File: src/sat_ram.sv
// ----------------------------------------------------------------------------
// sat_ram
// Generic single-port-write, single-port-read RAM with registered read.
// ----------------------------------------------------------------------------
module sat_ram #(
	parameter int WIDTH = 8,
	parameter int DEPTH = 16
) (
	input  logic                     clk,
	input  logic                     we,
	input  logic [$clog2(DEPTH)-1:0] waddr,
	input  logic [WIDTH-1:0]         wdata,
	input  logic [$clog2(DEPTH)-1:0] raddr,
	output logic [WIDTH-1:0]         rdata
);
	logic [WIDTH-1:0] mem [DEPTH];

	always_ff @(posedge clk) begin
		if (we) begin
			mem[waddr] <= wdata;
		end
		rdata <= mem[raddr];
	end
endmodule

File: config.mk
export PLATFORM = sky130hd
export DESIGN_NAME = sat_ram
export DESIGN_NICKNAME = d
export VERILOG_FILES = /design/src/sat_ram.sv
export SDC_FILE = /design/constraint.sdc
export NUM_CORES = 1
export LEC_CHECK = 0
export BUFFER_PORTS_ARGS = -buffer_cell sky130_fd_sc_hd__buf_2
export CAP_MARGIN = 30
export CORE_ASPECT_RATIO = 0.5
export CORE_MARGIN = 1.5
export CORE_UTILIZATION = 50
export CTS_BUF_LIST = sky130_fd_sc_hd__clkbuf_16
export CTS_CLUSTER_SIZE = 24
export DETAILED_ROUTE_END_ITERATION = 6
export GPL_ROUTABILITY_DRIVEN = 0
export PLACE_DENSITY = 0.65
export SETUP_SLACK_MARGIN = 0.4
export SLEW_MARGIN = 20
export SYNTH_ARGS = -nofsm -noshare
export SYNTH_HDL_FRONTEND = slang
export SYNTH_SLANG_ARGS = --single-unit
File: constraint.sdc
create_clock -name clk -period 3 [get_ports clk]
set_input_delay 0.9 -clock clk [delete_from_list [all_inputs] [get_ports clk]]
set_output_delay 0.9 -clock clk [all_outputs]
set_load 0.01 [all_outputs]
==> metrics.csv, run 1 <==
stage;metric;value;unit
hold_path;HP Class;flop to flop;
yosys;Synth top area share;74.7;%
die;Die Wd;146;um
clock_tree;Post-CTS Setup Repair Bufs;0;
critical_path;WP buf/inv;2;
final_layout;Layout Cells excl Fill;431;
die;Die Span Y;74.7;um
drt;total number of vias;2499;
yosys;register area share after synthesis;77.8;%
yosys;leading area contributor after synthesis;edfxtp_1;
final_layout;share of layout cells above drive strength 1;30.1;%
placement;IO Port Bufs;25;
die;num ports;26;
power_and_ir_drop;VDD IR max;0.463;mV
timing;Clock Skews;7.81;ps
power_and_ir_drop;pwr dens;699;nW/um2
timing;setup TNS;0;ps
critical_path;Required @ worst endpoint;3280;ps
critical_path;critical path launch point type;input pin;
clock_tree;CTS tree;yes;
clock_tree;Clock Path Buffers;2;
clock_tree;post-CTS sizing;0;
clock_tree;Root Driver;clkbuf_16;
hold_path;hold path depth;3;
final_layout;fillers;657;
yosys;syn_nets;247;
timing;post-route minimum period;2100;ps
global_routing;first-pass GRT wire length;15800;um
final_layout;most frequent cells in the layout;128 x edfxtp_1, 25 x buf_2, 19 x buf_4;
global_routing;Total GRT Usage;21.6;%
clock_tree;Clock Latency Late Sink;400;ps
yosys;Synth area leaders;edfxtp_1 75%, mux4_2 7.9%, mux4_1 7.1%, dfxtp_1 3.1%, a22oi_1 2.3%;
timing;Fin. Hold Viols;0;
yosys;Cell Area, Synth;5150;um2
critical_path;Crit. End Element;flop;
drt;drt total wl;10600;um
timing;Fmax achieved;477;MHz
final_layout;NumNets Final;301;
placement;DP HPWL;6330;um
die;core area;9730;um2
drt;detailed-route vias per instance;5.80;
timing;Final Cycle Share;69.9;%
timing;worst-margin pin slew;721;ps
yosys;Seq cells post-synth;136;
critical_path;reg2reg end;rdata[1];
final_layout;Final Cell Area;6060;um2
critical_path;worst reg2reg path depth;3;
final_layout;Layout area overhead;17.8;%
timing;RSZ-0062 raised after global routing;no;
timing;PnR worst setup slack;904;ps
clock_tree;htree depth;4;
critical_path;slowest stage delay, CP;430;ps
global_routing;pin count of the biggest net entering global routing;33;
final_layout;Core Util, Final;62.3;%
critical_path;Crit Path Max Fanout;20;
critical_path;critical path data arrival time;2380;ps
drt;Pre-Repair DR Iteration Count;4;
die;Die Footprint;10900;um2
timing;Final Max Slew Viols;0;
placement;Post-DP Area;5520;um2
hold_path;HP Start;mem[11][7];
hold_path;worst hold endpoint;rdata[7];
yosys;Syn Area/Cell;22.5;um2
global_routing;GR Overflow Total;0;
critical_path;Slowest cell on crit path;buf_2;
yosys;Distinct cells, synth;19;
power_and_ir_drop;Pwr Total;4.24;mW
final_layout;most common cell after layout, fill and taps aside;edfxtp_1;
critical_path;CP delay by family, top;buffers and inverters;
placement;# placed instances;399;
drt;post-detailed-route wirelength per cell;24.6;um
critical_path;Reg-to-Reg Start;mem[9][1];
yosys;Synth Warn #;0;
drt;1st-iter DRT viols;279;
placement;DP Worst Slack;502;ps
timing;hold_ws;687;ps
drt;post-route ant nets;0;
clock_tree;Hold Buf Count CTS;0;
job;max cap viols;0;
timing;Slew HR;51.8;%
die;initial core utilization;52.9;%
critical_path;CP Cell Sequence;buf_2 -> buf_4 -> mux4_2 -> a22oi_1 -> nand2_1;
yosys;cell count after synthesis;229;
final_layout;ANT cells;0;
critical_path;Reg2Reg Setup Slack;1550;ps
critical_path;Setup CP Type;input pin to flop;
outcome;outcome;complete, no violations;
global_routing;initial antenna violation count;0;
drt;drt drc;0;
clock_tree;CTS buffer count;17;
clock_tree;clock slew at reported path FFs;50;ps
global_routing;vias in the first global route;2521;
timing;Setup Viol. Count Final;0;
die;Rows;25;
clock_tree;clk sinks;136;
power_and_ir_drop;P_leak;2.08;nW
cells by family (layout without fill, tap and decap cells):
family / Yosys count / count (layout) / synth area share (%)
AND/OR/NAND/NOR: 35 / 35 / 3.18
buffers and inverters: 10 / 77 / 1.68
multiplexers: 32 / 32 / 15.0
AO/OA/AOI/OAI: 16 / 16 / 2.33
flip-flops: 136 / 136 / 77.8
worst max-delay path by stage:
stage | start | end | slack [ps] | depth (start not counted)
floorplan | waddr[2] | mem[0][0] | 610 | 2
global placement | raddr[1] | rdata[0] | 520 | 5
detailed placement | raddr[1] | rdata[0] | 500 | 5
CTS | raddr[1] | rdata[0] | 930 | 5
global route | raddr[1] | rdata[0] | 790 | 5
finish | raddr[1] | rdata[0] | 900 | 5
routing by layer:
metal,routed length [um],vias to the layer above,global-route usage (%)
li1,-,1086,-
met1,4660,1300,30.9
met2,4740,111,31.8
met3,1170,2,6.79
met4,40,0,8.64
met5,0,-,0
sequential cells by signal, indices dropped and copies added, names as in the netlist:
register,count
rdata,8
mem,128
where the power goes:
part	switching [mW]	total [mW]	internal [mW]	leakage (nW)
Sequential	0.0156	2.14	2.13	1.22
Combinational	0.118	0.203	0.0845	0.581
Clock	0.703	1.90	1.19	0.280
Total	0.837	4.24	3.40	2.08
synth_stat cells:
| library cell | count |
|---|---|
| edfxtp_1 | 128 |
| mux4_2 | 18 |
| a22oi_1 | 16 |
| mux4_1 | 14 |
| nor2_1 | 13 |
| nand2_1 | 9 |
| dfxtp_1 | 8 |
| nor3_1 | 4 |
| buf_2 | 3 |
| buf_6 | 3 |
| clkdlybuf4s25_2 | 3 |
| nand2b_1 | 2 |
| nand3b_1 | 2 |
| and2_1 | 1 |
| and2b_1 | 1 |
| buf_4 | 1 |
| nand3_1 | 1 |
| nor2b_1 | 1 |
| or3b_2 | 1 |
worst reg2reg max path: cells and delay by family, from the launching register on:
family          cells  cell delay [ps]
simple gates        1              130
mux                 1              500
compound gates      1              320
flops               1              350
final cells by class:
| cell class | count | area (um2) | share of cell area [%] |
|---|---|---|---|
| tap | 135 | 169 | 2.79 |
| sequential | 136 | 4000 | 66.0 |
| timing repair buffer | 45 | 288 | 4.75 |
| multi-input combinational | 83 | 1060 | 17.4 |
| clock buffer | 17 | 425 | 7.01 |
| clock inverter | 15 | 121 | 2.00 |
Note: power is estimated with default switching activity, not from simulation.
==> inputs of run 2 (changes only) <==
--- a/config.mk
+++ b/config.mk
@@ -14,7 +14,7 @@
 export CTS_CLUSTER_SIZE = 24
 export DETAILED_ROUTE_END_ITERATION = 6
 export GPL_ROUTABILITY_DRIVEN = 0
-export PLACE_DENSITY = 0.65
+export PLACE_DENSITY = 0.68
 export SETUP_SLACK_MARGIN = 0.4
 export SLEW_MARGIN = 20
 export SYNTH_ARGS = -nofsm -noshare
==> constraint.sdc (replaced) <==
create_clock -name clk -period 1.8 [get_ports clk]
set_input_delay 0.54 -clock clk [delete_from_list [all_inputs] [get_ports clk]]
set_output_delay 0.54 -clock clk [all_outputs]
set_load 0.01 [all_outputs]
==> run 2 against run 1 <==
Against the previous run: largest cell class unchanged; core utilization is 5.3 points higher; sequential cell count is the same; cell count grew 3.2%; hold slack lost 170 ps; clock power grew 100%; critical path depth is 4 lower.
==> metrics.csv, run 2 (same netlist as run 1, synthesis figures left out) <==
stage;metric;value;unit
outcome;outcome;complete, no violations;
clock_tree;Clock Path Buffers;2;
critical_path;Reg-to-Reg Start;mem[0][4];
power_and_ir_drop;Combinational Power Share;5.8;%
power_and_ir_drop;Clock Power Share;48.9;%
clock_tree;clk sinks;136;
die;Die Wd;146;um
final_layout;ANT cells;0;
clock_tree;Clock Latency Late Sink;430;ps
critical_path;Setup CP Type;flop to output port;
power_and_ir_drop;P_leak;2.22;nW
critical_path;critical path launch point type;flop;
critical_path;Crit path depth;1;
timing;worst-margin pin slew;565;ps
die;Die Footprint;10900;um2
global_routing;Total GRT Usage;22.5;%
timing;Fin. Hold Viols;0;
die;num ports;26;
final_layout;Regs by FF count;mem: 128 flops, rdata: 8 flops;
power_and_ir_drop;pwr dens;1200;nW/um2
critical_path;CP Cell Sequence;buf_6;
critical_path;reg2reg end;rdata[4];
power_and_ir_drop;Switch Pwr;1.56;mW
drt;post-route ant nets;0;
clock_tree;htree depth;4;
final_layout;most common cell after layout, fill and taps aside;edfxtp_1;
final_layout;share of layout cells above drive strength 1;49.7;%
clock_tree;Hold Buf Count CTS;0;
global_routing;initial antenna violation count;0;
drt;post-detailed-route wirelength per cell;25.4;um
timing;hold_ws;512;ps
placement;IO Port Bufs;25;
final_layout;NumNets Final;315;
critical_path;Crit Path Max Fanout;1;
timing;Setup Viol. Count Final;0;
global_routing;GR Overflow Total;0;
critical_path;CP delay by family, top;flip-flops;
drt;Pre-Repair DR Iteration Count;4;
timing;Final Cycle Share;78.4;%
timing;Clock Skews;14.1;ps
placement;DP HPWL;6580;um
critical_path;Required @ worst endpoint;1260;ps
final_layout;Most flops, register;mem;
critical_path;Reg2Reg Setup Slack;440;ps
power_and_ir_drop;internal power;6.34;mW
power_and_ir_drop;part of the power in registers;45.2;%
critical_path;slowest stage delay, CP;340;ps
final_layout;Final Cell Area;6580;um2
clock_tree;CTS tree;yes;
die;initial core utilization;52.9;%
power_and_ir_drop;VDD IR max;0.835;mV
final_layout;Layout Cells excl Fill;445;
timing;RSZ-0062 raised after global routing;yes;
timing;Fmax achieved;709;MHz
timing;post-route minimum period;1410;ps
critical_path;WP buf/inv;1;
drt;total number of vias;2645;
drt;detailed-route vias per instance;5.94;
final_layout;Layout area overhead;27.8;%
die;Rows;25;
die;core area;9730;um2
final_layout;max reg flops;128;
hold_path;hold path depth;1;
power_and_ir_drop;Sw Share;19.7;%
timing;Final Max Slew Viols;0;
global_routing;vias in the first global route;2680;
clock_tree;clock slew at reported path FFs;60;ps
global_routing;pin count of the biggest net entering global routing;24;
die;Die Span Y;74.7;um
critical_path;Crit. End Element;output port;
timing;Slew HR;62.3;%
drt;drt total wl;11300;um
critical_path;CP startpoint;rdata[3];
placement;# placed instances;406;
clock_tree;CTS buffer count;17;
final_layout;most frequent cells in the layout;128 x edfxtp_1, 32 x mux4_2, 22 x buf_4;
hold_path;HP Class;input pin to flop;
timing;setup TNS;0;ps
critical_path;worst reg2reg path depth;4;
final_layout;Core Util, Final;67.6;%
critical_path;Slowest cell on crit path;dfxtp_2;
job;max cap viols;0;
placement;Post-DP Area;5710;um2
drt;drt drc;0;
critical_path;critical path data arrival time;870;ps
critical_path;Critical path destination;rdata[3];
drt;1st-iter DRT viols;231;
clock_tree;Root Driver;clkbuf_16;
global_routing;first-pass GRT wire length;16400;um
-- run 2: changes by cell type in the layout (fill, tap and decap cells not counted), moves of 9 or more --
cell	previous run	this run
a22oi_1	16	7
a22oi_2	0	9
buf_12	1	11
mux4_1	14	0
mux4_2	18	32
nor2_1	13	2
-- run 2: final cells by class --
type | instances | area [um2]
tap | 135 | 169
sequential | 136 | 4010
clock buffer | 17 | 425
fill | 579 | 3150
timing repair buffer | 59 | 592
multi-input combinational | 83 | 1140
clock inverter | 15 | 234
-- run 2: how the worst min path moves through the flow --
| stage | from | end | slack, ps |
|---|---|---|---|
| final | wdata[7] | mem[6][7] | 510 |
| after global routing | wdata[7] | mem[6][7] | 520 |
| after detailed placement | mem[15][0] | rdata[0] | 670 |
| after floorplan | mem[14][0] | rdata[0] | 630 |
| after CTS | wdata[7] | mem[6][7] | 500 |
| after global placement | mem[4][3] | rdata[3] | 660 |
-- run 2: per-stage QoR --
step           worst slack, ps  total power, mW
3_5_place_dp              -204             4.02
5_1_grt                    366             8.08
6_report                   389             7.90
3_3_place_gp              -200             4.00
4_1_cts                    359             7.88
2_1_floorplan              157             3.84
-- run 2: power by group through the flow --
| stage | Sequential [mW] | Combinational [mW] | Clock [mW] |
|---|---|---|---|
| 6_report | 3.57 | 0.461 | 3.87 |
| 5_1_grt | 3.58 | 0.488 | 4.02 |
| 4_1_cts | 3.57 | 0.436 | 3.87 |
| 3_5_place_dp | 3.63 | 0.388 | 0 |
| 3_3_place_gp | 3.62 | 0.378 | 0 |
| 2_1_floorplan | 3.63 | 0.206 | 0 |
-- run 2: layer usage --
| layer | GRT usage, % | up-vias | wire [um] |
|---|---|---|---|
| li1 | - | 1103 | - |
| met2 | 36.0 | 100 | 5750 |
| met4 | 10.8 | 0 | 153 |
| met3 | 6.36 | 16 | 820 |
| met5 | 0 | - | 0 |
| met1 | 29.5 | 1426 | 4580 |
-- run 2: timing repair --
item / 4_1_cts / 5_1_grt
resized for setup: 22 / 16
cloned: 1 / 0
setup endpoints to repair: 13 / 16
pin swaps: 1 / 2
buffers inserted: 4 / 2
==> inputs of run 3 (changes only) <==
==> constraint.sdc (replaced) <==
create_clock -name clk -period 1.2 [get_ports clk]
set_input_delay 0.36 -clock clk [delete_from_list [all_inputs] [get_ports clk]]
set_output_delay 0.36 -clock clk [all_outputs]
set_load 0.01 [all_outputs]
==> run 3 against run 2 <==
Against the previous run: wire length fell by 5.0%; critical path type is now flop to flop; die area unchanged; cell count grew 4.9%; the run now ends with negative setup slack left; combinational power rose by 64%; first-iteration DRC count grew 12%; sequential power rose by 50%; global-route usage down 0.069 points; total power rose by 44%.
==> metrics.csv, run 3 (same netlist as run 1, synthesis figures left out) <==
stage;metric;value;unit
timing;RSZ-0062 raised after global routing;yes;
clock_tree;CTS buffer count;17;
hold_path;HP Class;input pin to flop;
final_layout;Most flops, register;mem;
power_and_ir_drop;Combinational Power Share;6.7;%
global_routing;vias in the first global route;2743;
clock_tree;CTS tree;yes;
final_layout;Core Util, Final;70.9;%
final_layout;max reg flops;128;
final_layout;Regs by FF count;mem: 128 flops, rdata: 8 flops;
hold_path;hold path depth;1;
drt;total number of vias;2611;
clock_tree;clk sinks;136;
power_and_ir_drop;VDD IR max;1.18;mV
timing;PnR worst setup slack;-169;ps
timing;Final Max Slew Viols;0;
final_layout;share of layout cells above drive strength 1;52.7;%
critical_path;critical path launch point type;flop;
drt;1st-iter DRT viols;259;
hold_path;HP Start;wdata[6];
placement;DP HPWL;6970;um
power_and_ir_drop;pwr dens;1650;nW/um2
final_layout;most common cell after layout, fill and taps aside;edfxtp_1;
clock_tree;Clock Latency Late Sink;410;ps
final_layout;NumNets Final;337;
drt;Pre-Repair DR Iteration Count;4;
die;initial core utilization;52.9;%
placement;IO Port Bufs;25;
final_layout;most frequent cells in the layout;128 x edfxtp_1, 32 x mux4_2, 21 x buf_4;
critical_path;reg2reg end;rdata[3];
power_and_ir_drop;Pwr Total;11.4;mW
clock_tree;Clock Path Buffers;2;
power_and_ir_drop;Switch Pwr;2.27;mW
timing;Slew HR;45.3;%
timing;post-route minimum period;1370;ps
drt;detailed-route vias per instance;5.59;
die;core area;9730;um2
die;Rows;25;
die;Die Span Y;74.7;um
clock_tree;clock slew at reported path FFs;60;ps
critical_path;Reg2Reg Setup Slack;-170;ps
drt;drt drc;0;
timing;Final Cycle Share;114;%
global_routing;GR Overflow Total;0;
global_routing;pin count of the biggest net entering global routing;27;
die;Die Footprint;10900;um2
die;Die Wd;146;um
global_routing;initial antenna violation count;0;
critical_path;Required @ worst endpoint;1490;ps
final_layout;Layout area overhead;34.0;%
die;num ports;26;
critical_path;worst reg2reg path depth;3;
critical_path;Reg-to-Reg Start;mem[2][3];
timing;hold_ws;343;ps
timing;Clock Skews;9.30;ps
drt;post-route ant nets;0;
final_layout;Seq. cell area;4010;um2
drt;post-detailed-route wirelength per cell;23.0;um
timing;worst-margin pin slew;818;ps
critical_path;Crit. End Element;flop;
global_routing;first-pass GRT wire length;16500;um
power_and_ir_drop;Sw Share;19.9;%
timing;Setup Viol. Count Final;10;
critical_path;Setup CP Type;flop to flop;
clock_tree;Root Driver;clkbuf_16;
power_and_ir_drop;internal power;9.14;mW
hold_path;worst hold endpoint;mem[9][6];
final_layout;multi-input logic area;1220;um2
job;max cap viols;0;
global_routing;Total GRT Usage;22.4;%
placement;DP Worst Slack;-721;ps
critical_path;Crit Path Max Fanout;1;
drt;drt total wl;10700;um
timing;Fmax achieved;731;MHz
outcome;failing checks;negative setup slack;
critical_path;critical path data arrival time;1660;ps
timing;Fin. Hold Viols;0;
clock_tree;htree depth;4;
power_and_ir_drop;P_leak;2.35;nW
final_layout;ANT cells;0;
final_layout;fillers;563;
power_and_ir_drop;Clock Power Share;46.4;%
outcome;outcome;finished with violations;
power_and_ir_drop;part of the power in registers;46.9;%
## run 3: changes by cell type in the layout (fill, tap and decap cells not counted), moves of 2 or more
| cell | previous run | this run |
|---|---|---|
| bufinv_16 | 6 | 4 |
| nand2b_4 | 0 | 2 |
| buf_2 | 17 | 19 |
| dfxtp_1 | 1 | 5 |
| clkinv_1 | 1 | 3 |
| nor2_4 | 3 | 12 |
| nand2b_1 | 2 | 0 |
| dfxtp_2 | 7 | 3 |
| nor2_2 | 8 | 0 |
| buf_6 | 7 | 20 |
| buf_12 | 11 | 20 |
## run 3: metal layers
| layer | vias to the layer above | GRT usage (%) | part of all wire [%] |
|---|---|---|---|
| li1 | 1148 | - | - |
| met1 | 1368 | 31.3 | 42 |
| met2 | 91 | 34.0 | 48 |
| met3 | 4 | 7.82 | 8.4 |
| met4 | 0 | 7.07 | 0.59 |
| met5 | - | 0 | 0 |
## run 3: through the flow
step	cells	area [um2]	TNS, ps
2_1_floorplan	229	5280	-15420
3_3_place_gp	428	6050	-38190
3_5_place_dp	428	6050	-39800
4_1_cts	463	6860	-945
5_1_grt	467	6900	-1500
6_report	467	6900	-831
## run 3: worst max-delay path, cell delays in order (launching register included)
cell and delay (ps):
edfxtp_1 370, mux4_2 490, a22oi_2 290, nand2_1 90
## run 3: worst max path at each step
stage	from	end	slack, ps	cells past startpoint
after floorplan	waddr[2]	mem[0][0]	-260	2
after global placement	raddr[0]	rdata[1]	-700	6
after detailed placement	raddr[0]	rdata[1]	-720	6
after CTS	mem[3][3]	rdata[3]	-160	3
after global routing	mem[2][3]	rdata[3]	-220	3
final	mem[2][3]	rdata[3]	-170	3
## run 3: cell type report
class                      count  share of cell area, %
sequential                   136                   58.1
multi-input combinational     83                   17.7
timing repair buffer          81                   12.9
clock buffer                  17                   6.17
clock inverter                15                   2.67
tap                          135                   2.45
## run 3: what timing repair did
action / 4_1_cts / 5_1_grt
pin swaps: 10 / 0
hold buffers: 0 / 0
buffers inserted: 3 / 4
setup endpoints to repair: 144 / 144
resized for setup: 43 / 2
## run 3: power by group through the flow
stage | sequential, mW | clock (mW) | combinational (mW)
floorplan | 5.45 | 0 | 0.322
detailed placement | 5.44 | 0 | 0.670
global route | 5.36 | 5.64 | 0.812
global placement | 5.44 | 0 | 0.650
finish | 5.35 | 5.29 | 0.758
CTS | 5.35 | 5.39 | 0.751
